===== config.mk =====
export PLATFORM = sky130hd
export DESIGN_NAME = ps2_host_controller
export DESIGN_NICKNAME = d
export VERILOG_FILES = /design/src/rtl/ps2hc_pkg.sv /design/src/rtl/ps2hc_ctrl.sv /design/src/rtl/ps2_host_controller.sv
export SDC_FILE = /design/constraint.sdc
export NUM_CORES = 1
export LEC_CHECK = 0
export BUFFER_PORTS_ARGS = -buffer_cell sky130_fd_sc_hd__buf_2
export CAP_MARGIN = 0
export CORE_UTILIZATION = 55
export CTS_CLUSTER_DIAMETER = 30
export DETAILED_ROUTE_END_ITERATION = 8
export GPL_TIMING_DRIVEN = 0
export PLACE_DENSITY = 0.74
export SLEW_MARGIN = 20
export SYNTH_ARGS = -nofsm -noshare
export SYNTH_HDL_FRONTEND = slang
export SYNTH_SLANG_ARGS = --single-unit

===== constraint.sdc =====
create_clock -name clock -period 2.33 [get_ports clock]
set_input_delay 0.1165 -clock clock [delete_from_list [all_inputs] [get_ports clock]]
set_output_delay 0.1165 -clock clock [all_outputs]
set_load 0.01 [all_outputs]

===== src/rtl/ps2hc_pkg.sv =====
package ps2hc_pkg;

   // Host bus access and device arrival codes.
   localparam logic [2:0] OP_READ_DATA   = 3'd0;
   localparam logic [2:0] OP_READ_STATUS = 3'd1;
   localparam logic [2:0] OP_WRITE_DATA  = 3'd2;
   localparam logic [2:0] OP_WRITE_CMD   = 3'd3;
   localparam logic [2:0] OP_LINE1_BYTE  = 3'd4;
   localparam logic [2:0] OP_LINE2_BYTE  = 3'd5;

   // Owner of the byte in the output buffer.
   localparam logic [1:0] SRC_CTRL  = 2'd0;
   localparam logic [1:0] SRC_LINE1 = 2'd1;
   localparam logic [1:0] SRC_LINE2 = 2'd2;

   // Meaning of the next data write.
   localparam logic [1:0] PEND_NONE  = 2'd0;
   localparam logic [1:0] PEND_CONF  = 2'd1;
   localparam logic [1:0] PEND_LINE2 = 2'd2;

   // Controller commands.
   localparam logic [7:0] CMD_READ_CONFIG  = 8'h20;
   localparam logic [7:0] CMD_WRITE_CONFIG = 8'h60;
   localparam logic [7:0] CMD_WRITE_LINE2  = 8'hD4;
   localparam logic [7:0] CMD_SELF_TEST    = 8'hAA;
   localparam logic [7:0] CMD_TEST_LINE1   = 8'hAB;
   localparam logic [7:0] CMD_TEST_LINE2   = 8'hA9;
   localparam logic [7:0] CMD_DIS_LINE1    = 8'hAD;
   localparam logic [7:0] CMD_ENA_LINE1    = 8'hAE;
   localparam logic [7:0] CMD_DIS_LINE2    = 8'hA7;
   localparam logic [7:0] CMD_ENA_LINE2    = 8'hA8;

   // Replies and fixed values.
   localparam logic [7:0] SELF_TEST_PASS = 8'h55;
   localparam logic [7:0] PORT_TEST_PASS = 8'h00;
   localparam logic [7:0] CONFIG_RESET   = 8'h30;

   // Configuration byte bit positions.
   localparam int CFG_IRQ1_BIT   = 0;
   localparam int CFG_IRQ2_BIT   = 1;
   localparam int CFG_SYS_BIT    = 2;
   localparam int CFG_CLKDIS1_BIT = 4;
   localparam int CFG_CLKDIS2_BIT = 5;

   typedef struct packed {
      logic [2:0] opcode;
      logic [7:0] bus_byte;
      logic [7:0] dev_byte;
   } ps2hc_req_type;

   typedef struct packed {
      logic [7:0] read_byte;
      logic       tx_valid;
      logic       tx_line;
      logic [7:0] tx_byte;
      logic       irq_first;
      logic       irq_second;
      logic       dropped;
   } ps2hc_rsp_type;

endpackage


===== src/rtl/ps2hc_ctrl.sv =====
module ps2hc_ctrl
   import ps2hc_pkg::*;
(
   input  logic          clock,
   input  logic          reset,
   input  logic          step,
   input  ps2hc_req_type item,
   output ps2hc_rsp_type result
);

   logic [7:0] out_buffer_ff, out_buffer_in;
   logic       out_full_ff, out_full_in;
   logic [1:0] out_source_ff, out_source_in;
   logic [7:0] config_ff, config_in;
   logic [1:0] pending_ff, pending_in;
   logic       last_cmd_ff, last_cmd_in;
   logic [7:0] status_byte;

   // Status register as the host sees it before this item.
   always_comb begin
      status_byte = 8'h00;
      status_byte[0] = out_full_ff;
      status_byte[CFG_SYS_BIT] = config_ff[CFG_SYS_BIT];
      status_byte[3] = last_cmd_ff;
      status_byte[5] = out_full_ff && (out_source_ff == SRC_LINE2);
   end

   // Next state and result for one item.
   always_comb begin
      out_buffer_in = out_buffer_ff;
      out_full_in   = out_full_ff;
      out_source_in = out_source_ff;
      config_in     = config_ff;
      pending_in    = pending_ff;
      last_cmd_in   = last_cmd_ff;
      result        = '0;

      case (item.opcode)
         OP_READ_DATA: begin
            result.read_byte = out_buffer_ff;
            out_full_in = 1'b0;
         end
         OP_READ_STATUS: begin
            result.read_byte = status_byte;
         end
         OP_WRITE_DATA: begin
            last_cmd_in = 1'b0;
            pending_in  = PEND_NONE;
            if (pending_ff == PEND_CONF) begin
               config_in = item.bus_byte;
            end else begin
               result.tx_valid = 1'b1;
               result.tx_line  = (pending_ff == PEND_LINE2);
               result.tx_byte  = item.bus_byte;
            end
         end
         OP_WRITE_CMD: begin
            pending_in  = PEND_NONE;
            last_cmd_in = 1'b1;
            case (item.bus_byte)
               CMD_READ_CONFIG: begin
                  out_buffer_in = config_ff;
                  out_full_in   = 1'b1;
                  out_source_in = SRC_CTRL;
               end
               CMD_WRITE_CONFIG: begin
                  pending_in = PEND_CONF;
               end
               CMD_WRITE_LINE2: begin
                  pending_in = PEND_LINE2;
               end
               CMD_SELF_TEST: begin
                  out_buffer_in = SELF_TEST_PASS;
                  out_full_in   = 1'b1;
                  out_source_in = SRC_CTRL;
               end
               CMD_TEST_LINE1, CMD_TEST_LINE2: begin
                  out_buffer_in = PORT_TEST_PASS;
                  out_full_in   = 1'b1;
                  out_source_in = SRC_CTRL;
               end
               CMD_DIS_LINE1: begin
                  config_in[CFG_CLKDIS1_BIT] = 1'b1;
               end
               CMD_ENA_LINE1: begin
                  config_in[CFG_CLKDIS1_BIT] = 1'b0;
               end
               CMD_DIS_LINE2: begin
                  config_in[CFG_CLKDIS2_BIT] = 1'b1;
               end
               CMD_ENA_LINE2: begin
                  config_in[CFG_CLKDIS2_BIT] = 1'b0;
               end
               default: begin
               end
            endcase
         end
         OP_LINE1_BYTE, OP_LINE2_BYTE: begin
            // A device byte that finds the buffer full is lost.
            if (out_full_ff) begin
               result.dropped = 1'b1;
            end else begin
               out_buffer_in = item.dev_byte;
               out_full_in   = 1'b1;
               out_source_in = (item.opcode == OP_LINE1_BYTE) ? SRC_LINE1 : SRC_LINE2;
            end
         end
         default: begin
         end
      endcase

      // Interrupt levels follow the state after this item.
      result.irq_first  = out_full_in && (out_source_in == SRC_LINE1) &&
                          config_in[CFG_IRQ1_BIT];
      result.irq_second = out_full_in && (out_source_in == SRC_LINE2) &&
                          config_in[CFG_IRQ2_BIT];
   end

   // Controller state, updated once per item.
   always_ff @(posedge clock) begin
      if (reset) begin
         out_buffer_ff <= 8'h00;
         out_full_ff   <= 1'b0;
         out_source_ff <= SRC_CTRL;
         config_ff     <= CONFIG_RESET;
         pending_ff    <= PEND_NONE;
         last_cmd_ff   <= 1'b0;
      end else if (step) begin
         out_buffer_ff <= out_buffer_in;
         out_full_ff   <= out_full_in;
         out_source_ff <= out_source_in;
         config_ff     <= config_in;
         pending_ff    <= pending_in;
         last_cmd_ff   <= last_cmd_in;
      end
   end

endmodule


===== src/rtl/ps2_host_controller.sv =====
// A result is registered in the result register as its item leaves the input register.
// One item per cycle while the receiver does not stall; the input and result registers each
// hold one item, and the controller state updates as an item moves between them.
// Reset: synchronous, active high; clears the buffer, the full flag and the pending
// mark, and sets the configuration byte to 0x30 with both device clocks disabled.
module ps2_host_controller
   import ps2hc_pkg::*;
(
   input  logic          clock,
   input  logic          reset,
   input  logic          req_valid,
   output logic          req_stall,
   input  ps2hc_req_type req_data,
   output logic          rsp_valid,
   input  logic          rsp_stall,
   output ps2hc_rsp_type rsp_data
);

   logic          in_valid_ff;
   ps2hc_req_type in_data_ff;
   logic          out_valid_ff;
   ps2hc_rsp_type out_data_ff;
   logic          out_free;
   logic          advance;
   logic          req_take;
   ps2hc_rsp_type result;

   // An item moves on when the result register is empty or being drained.
   assign out_free  = !out_valid_ff || !rsp_stall;
   assign advance   = in_valid_ff && out_free;
   assign req_stall = in_valid_ff && !out_free;
   assign req_take  = req_valid && !req_stall;

   ps2hc_ctrl u_ctrl (
      .clock  (clock),
      .reset  (reset),
      .step   (advance),
      .item   (in_data_ff),
      .result (result)
   );

   // Input register.
   always_ff @(posedge clock) begin
      if (reset) begin
         in_valid_ff <= 1'b0;
      end else if (req_take) begin
         in_valid_ff <= 1'b1;
      end else if (advance) begin
         in_valid_ff <= 1'b0;
      end
   end

   always_ff @(posedge clock) begin
      if (req_take) begin
         in_data_ff <= req_data;
      end
   end

   // Result register; holds while the receiver stalls the transfer.
   always_ff @(posedge clock) begin
      if (reset) begin
         out_valid_ff <= 1'b0;
      end else if (advance) begin
         out_valid_ff <= 1'b1;
      end else if (!rsp_stall) begin
         out_valid_ff <= 1'b0;
      end
   end

   always_ff @(posedge clock) begin
      if (advance) begin
         out_data_ff <= result;
      end
   end

   assign rsp_valid = out_valid_ff;
   assign rsp_data  = out_data_ff;

endmodule

==> results of run 1 <==
-- logic make-up (layout without fill, tap and decap cells) --
group | after synthesis | after routing | share of synthesized area
and+or+nand+nor | 85 | 85 | 0.170
xor gates and xnor gates | 1 | 1 | 0.00303
AOI/OAI and AO/OA | 53 | 53 | 0.149
buffers and inverters | 21 | 101 | 0.0398
muxes | 16 | 16 | 0.0554
DFF | 64 | 64 | 0.582
-- report_power, final --
part / internal [µW] / total (µW) / switching [µW]
Combinational: 99.8 / 219 / 119
Clock: 550 / 949 / 400
Sequential: 1250 / 1280 / 31.4
-- stage by stage --
step                      setup slack [ns]  cell area [µm²]  utilization
after global placement               0.163             3200        0.630
final                               0.0811             3600        0.709
after floorplan                      0.426             2890            -
after detailed placement             0.120             3200        0.630
after global routing                0.0169             3600        0.709
after CTS                           0.0904             3600        0.709
-- metal layers --
layer | routed length [µm] | share of wire | vias up | global-route usage
li1 | - | - | 1061 | -
met1 | 2570 | 0.45 | 990 | 0.310
met2 | 2770 | 0.48 | 66 | 0.343
met3 | 298 | 0.052 | 10 | 0.0732
met4 | 78 | 0.014 | 0 | 0.107
met5 | 0 | 0 | - | 0
-- flip-flops by register name, indices dropped and copies added (netlist names) --
signal	count
u_ctrl.out_source_ff	2
u_ctrl.out_buffer_ff	8
u_ctrl.out_full_ff	1
in_data_ff	19
in_valid_ff	1
u_ctrl.pending_ff	2
rsp_data	21
u_ctrl.config_ff	8
rsp_valid	1
u_ctrl.last_cmd_ff	1
-- cell usage in the layout, fill, tap and decap left out, types with 7 or more instances in the layout --
cell / n
dfxtp_1: 24
nor3_1: 12
clkbuf_8: 13
buf_2: 45
nand2_1: 11
and2_1: 15
clkbuf_1: 11
inv_1: 7
nor2_1: 20
a22oi_1: 7
dlygate4sd3_1: 20
edfxtp_1: 40
mux2i_1: 16
a21oi_1: 8
-- cell type report --
class / count / area [µm²]
Sequential cell: 64 / 1680
Fill cell: 388 / 1480
Multi-Input combinational cell: 155 / 1090
Timing Repair Buffer: 64 / 420
Clock buffer: 13 / 159
Buffer: 14 / 88.8
Tap cell: 70 / 87.6
Clock inverter: 3 / 40.0
Inverter: 7 / 26.3
-- final timing paths --
check	from	endpoint
hold reg to reg	u_ctrl.out_buffer_ff[1]	u_ctrl.out_buffer_ff[1]
setup reg to reg	in_data_ff[15]	rsp_data[2]
setup / recovery	in_data_ff[15]	rsp_data[2]
hold / removal	reset	u_ctrl.out_buffer_ff[0]
-- worst reg2reg max path: stages (launching register included) --
cell and delay (ns):
edfxtp_1 0.53, or4_4 0.61, a211oi_4 0.44, nor3_2 0.12
nor4b_1 0.35
==> summary.txt, run 1 <==
Run status
  • Outcome: completed

Layout
  • Layout area overhead: 24.6%
  • Ratio of cells with drive above 1 in the final layout: 0.266
  • Non-Filler Instances: between 300 and 400
  • Nets: 338
  • Ant diodes: 0

Power
  • Leak pwr: around 0.0014 µW
  • Pwr/cell area: ~680 nW/µm²
  • Tot Pwr: ~2500 µW
  • Peak VDD IR: between 0.5 and 0.6 mV

Setup path
  • Worst reg-to-reg path cell count: 4
  • Critical Path Fanout Max: 9
  • CP Cell Sequence: or4_4 -> a211oi_4 -> nor3_2 -> nor4b_1
  • Worst Path Arrival: between 2 and 2.5 ns
  • Worst R2R Setup Slack: slightly above 0.08 ns
  • Worst path slowest cell: or4_4
  • Startpoint types: flop
  • Top delay family on crit path: simple AND/OR/NAND/NOR gates
  • Req. time, crit path: approximately 2.5 ns
  • Kind of critical path: flop to flop
  • CP endpoint kind: flop
  • Crit path buf inv count: 0
  • Critical path depth: 4
  • Slowest Stage Delay on Critical Path: just over 0.6 ns

Clocking
  • Max Root-Sink Buffers: 2
  • Clock tree from TritonCTS: yes
  • Skew-Pair Late Insertion Delay: 0.34 ns
  • Hold buffers post-CTS: 20
  • Htree depth: 3
  • Clk sinks: 64
  • CTS Buf Count: 9
  • Clock root cell: clkbuf_8
  • Clock transition at the registers of the reported paths: around 0.07 ns
  • CTS resizes: 0
  • Post-CTS Setup Inserts: 0

Placed design
  • HPWL after DPL: between 3000 and 4000 µm
  • Dpl cells: 354
  • Port bufs: 44
  • Routability cong.: 0.897

Synthesis
  • Synth Net Count: ~260
  • Main area contributors after synthesis: edfxtp_1 42%, dfxtp_1 17%, mux2i_1 5.5%
  • Synthesized cell area: 2890 µm²
  • Syn Area/Cell: between 10 and 15 µm²
  • Post-synth top cells: 40 x edfxtp_1, 24 x dfxtp_1, 20 x nor2_1
  • FFs w/ async S/R, synth: 0
  • Cell variety after synth: 52
  • EDFF count, synth: 40
  • Synth Flop Type: edfxtp_1
  • Register area share after synthesis: 0.582
  • Count leader, synth: edfxtp_1
  • Yosys warnings: 0
  • FF+latch count, synth: between 60 and 70
  • Top cell type by total area after synthesis: edfxtp_1
  • Post-synthesis cell count: 240
  • Synth top area share: 0.416

Global route
  • GRT Util Overall: 0.231
  • Grt ovf: 0
  • Initial antenna violation count: 0
  • Largest net degree at the start of global routing: 31
  • Global-route wire length before repair: about 9000 µm
  • Number of global-route vias before repair: between 1500 and 2000

STA
  • Fmax: approximately 440 MHz
  • Final hold slack: 0.0166 ns
  • Final-report setup violation count: 0
  • Slew headroom: 0.420
  • Final hold viol count: 0
  • Slew at the pin with the worst max-slew slack: ~0.87 ns
  • Max Slew Vio Count: 0
  • Min cycle time layout: ~2.2 ns
  • Clk_skew: ~0.0067 ns
  • Setup TNS: 0 ns
  • Final Cycle Share: 0.965
  • RSZ-0062 raised after global routing: false

Floorplan
  • FP Rows: 26
  • Initial Utilization: 0.569
  • I/O pin count: 46
  • Full die area: approximately 5500 µm²
  • Die H: between 70 and 80 µm
  • Die X: 74.5 µm
  • Core Footprint: 5070 µm²

Min path
  • Worst hold stages: 2
  • Hold Path Class: input pin to flop

Route
  • Vias: ~2100
  • Antenna Violating Nets Remaining: 0
  • # DRC: 0
  • DRT Wirelength: between 5000 and 6000 µm
  • Initial DRC Count: about 180
  • Avg Vias per Cell: ~5.5
  • Pre-antenna DRT Iters: 4
  • Wire per inst: between 10 and 15 µm

Job
  • MaxCap Viol Count: 0
No activity file was read; power rests on OpenSTA's default activity.
==> run 2: changes to the inputs <==
--- a/config.mk
+++ b/config.mk
@@ -7,11 +7,14 @@
 export LEC_CHECK = 0
 export BUFFER_PORTS_ARGS = -buffer_cell sky130_fd_sc_hd__buf_2
 export CAP_MARGIN = 0
-export CORE_UTILIZATION = 55
+export CELL_PAD_IN_SITES_DETAIL_PLACEMENT = 2
+export CELL_PAD_IN_SITES_GLOBAL_PLACEMENT = 2
+export CORE_UTILIZATION = 37
 export CTS_CLUSTER_DIAMETER = 30
 export DETAILED_ROUTE_END_ITERATION = 8
 export GPL_TIMING_DRIVEN = 0
 export PLACE_DENSITY = 0.74
+export SKIP_LAST_GASP = 1
 export SLEW_MARGIN = 20
 export SYNTH_ARGS = -nofsm -noshare
 export SYNTH_HDL_FRONTEND = slang
==> summary.txt, run 2 (synthesized netlist as in run 1, its figures left out) <==
Setup path
  • Kind of critical path: flop to flop
  • Slowest Stage Delay on Critical Path: approximately 0.62 ns
  • Req. time, crit path: 2.49 ns
  • Worst Path Arrival: around 2.4 ns
  • CP Cell Sequence: or4_4 -> a211oi_4 -> buf_4 -> nor3_2 -> nor4b_1
  • Worst path slowest cell: or4_4
  • Worst R2R Setup Slack: between 0.1 and 0.15 ns
  • Startpoint types: flop
  • Critical Path Fanout Max: 9
  • CP endpoint kind: flop

Power
  • Pwr/cell area: around 720 nW/µm²
  • Power share of the combinational group: 0.088
  • Leak pwr: around 0.0014 µW
  • Flop pwr share: 0.484
  • Clk pwr share: 0.428
  • Internal Power: 2040 µW
  • Sw frac: 0.232
  • Tot Pwr: 2660 µW
  • Net Switching: about 620 µW
  • Peak VDD IR: around 0.5 mV

Global route
  • Initial antenna violation count: 0
  • Largest net degree at the start of global routing: 31
  • GRT Util Overall: 0.216
  • Number of global-route vias before repair: 2393
  • Global-route wire length before repair: between 10000 and 15000 µm
  • Grt ovf: 0

Layout
  • Ant diodes: 0
  • Most frequent cells in the layout: 45 x buf_2, 40 x edfxtp_1, 24 x dfxtp_1, 21 x dlygate4sd3_1, 20 x nor2_1
  • Footprint of the multi-input gates: 1090 µm²
  • Max FFs per register: 21
  • Layout area overhead: 28.5%
  • Ratio of cells with drive above 1 in the final layout: 0.278
  • Filler instances: 771
  • Nets: approximately 340
  • Most common cell after layout, fill and taps aside: buf_2
  • Reg area: about 1700 µm²

Floorplan
  • Core Footprint: ~7400 µm²
  • Full die area: slightly above 8000 µm²
  • FP Rows: 31
  • Initial Utilization: 0.390
  • Die H: between 90 and 100 µm
  • Die X: around 90 µm
  • I/O pin count: between 40 and 50

Clocking
  • CTS resizes: 0
  • Max Root-Sink Buffers: 2
  • CTS Buf Count: 9
  • Clock tree from TritonCTS: yes
  • Clock transition at the registers of the reported paths: ~0.070 ns
  • Clk sinks: 64
  • Skew-Pair Late Insertion Delay: 0.35 ns
  • Htree depth: 3
  • Clock root cell: clkbuf_8

Route
  • # DRC: 0
  • DRT Wirelength: 8060 µm
  • Wire per inst: about 19 µm
  • Vias: between 2000 and 2500
  • Antenna Violating Nets Remaining: 0
  • Initial DRC Count: 117
  • Pre-antenna DRT Iters: 4
  • Avg Vias per Cell: between 5 and 6

Run status
  • Outcome: completed

STA
  • Final hold viol count: 0
  • Slew at the pin with the worst max-slew slack: 0.609 ns
  • Slew headroom: 0.594
  • Min cycle time layout: between 2 and 2.5 ns
  • RSZ-0062 raised after global routing: false
  • Clk_skew: about 0.0055 ns
  • Fmax: between 400 and 500 MHz
  • Final Cycle Share: 0.949
  • Max Slew Vio Count: 0
  • Setup TNS: 0 ns
  • Final-report setup violation count: 0

Placed design
  • HPWL after DPL: around 5500 µm
  • Port bufs: 44
  • Routability cong.: between 0.7 and 0.8

Min path
  • Hold Path Class: input pin to flop

Job
  • MaxCap Viol Count: 0
[run 2: cell types whose count changed in the layout (fill, tap and decap cells not counted), sizes merged]
cell,before,now
buf,47,50
clkinv,2,0
bufinv,1,2
dlygate4sd3,20,21
clkinvlp,0,2
clkbuf,24,23
[run 2: final cells by class]
cell class	instances	share of cell area
Inverter	7	0.00708
Clock inverter	4	0.0202
Timing Repair Buffer	68	0.123
Sequential cell	64	0.453
Buffer	14	0.0239
Multi-Input combinational cell	155	0.295
Tap cell	99	0.0334
Clock buffer	12	0.0445
[run 2: power by group through the flow]
| stage | combinational (µW) | sequential (µW) | clock (µW) |
|---|---|---|---|
| global route | 258 | 1290 | 1220 |
| floorplan | 120 | 1310 | 0 |
| detailed placement | 206 | 1310 | 0 |
| global placement | 197 | 1310 | 0 |
| CTS | 235 | 1290 | 1170 |
| finish | 235 | 1290 | 1140 |
[run 2: repair_timing]
item | in CTS | in global routing
setup endpoints to repair | 0 | 2
endpoints found under the hold margin | 23 | 0
setup buffers | 0 | 2
hold buffers | 21 | 0
[run 2: worst max-delay path: cells and delay by family, from the launching register on]
family,cells,cell delay [ns]
compound gates,1,0.25
buf+inv,1,0.20
flops,1,0.54
simple gates,3,1.03
[run 2: path summary, 6_finish.rpt]
check,startpoint,end,depth (start not counted)
max reg2reg,in_data_ff[15],rsp_data[2],5
min,rsp_stall,rsp_valid,3
min reg2reg,u_ctrl.out_buffer_ff[7],u_ctrl.out_buffer_ff[7],2
max,in_data_ff[15],rsp_data[2],5
[run 2: routing by layer]
metal	wire length, µm	part of all wire	vias up	GRT usage
li1	-	-	1064	-
met1	3700	0.46	1123	0.270
met2	4050	0.50	33	0.361
met3	213	0.026	8	0.0547
met4	96	0.012	0	0.0726
met5	0	0	-	0
[run 2: stage by stage]
step | std cells | hold WS (ns) | instance area (µm²) | worst slack, ns | utilization
after floorplan | 240 | 0.215 | 2890 | 0.426 | -
after global placement | 383 | 0.293 | 3230 | 0.119 | 0.436
after detailed placement | 384 | 0.296 | 3250 | 0.0672 | 0.438
after CTS | 421 | 0.0212 | 3700 | 0.0354 | 0.499
after global routing | 423 | 0.0620 | 3710 | 0.0226 | 0.501
final | 423 | 0.0523 | 3710 | 0.119 | 0.501
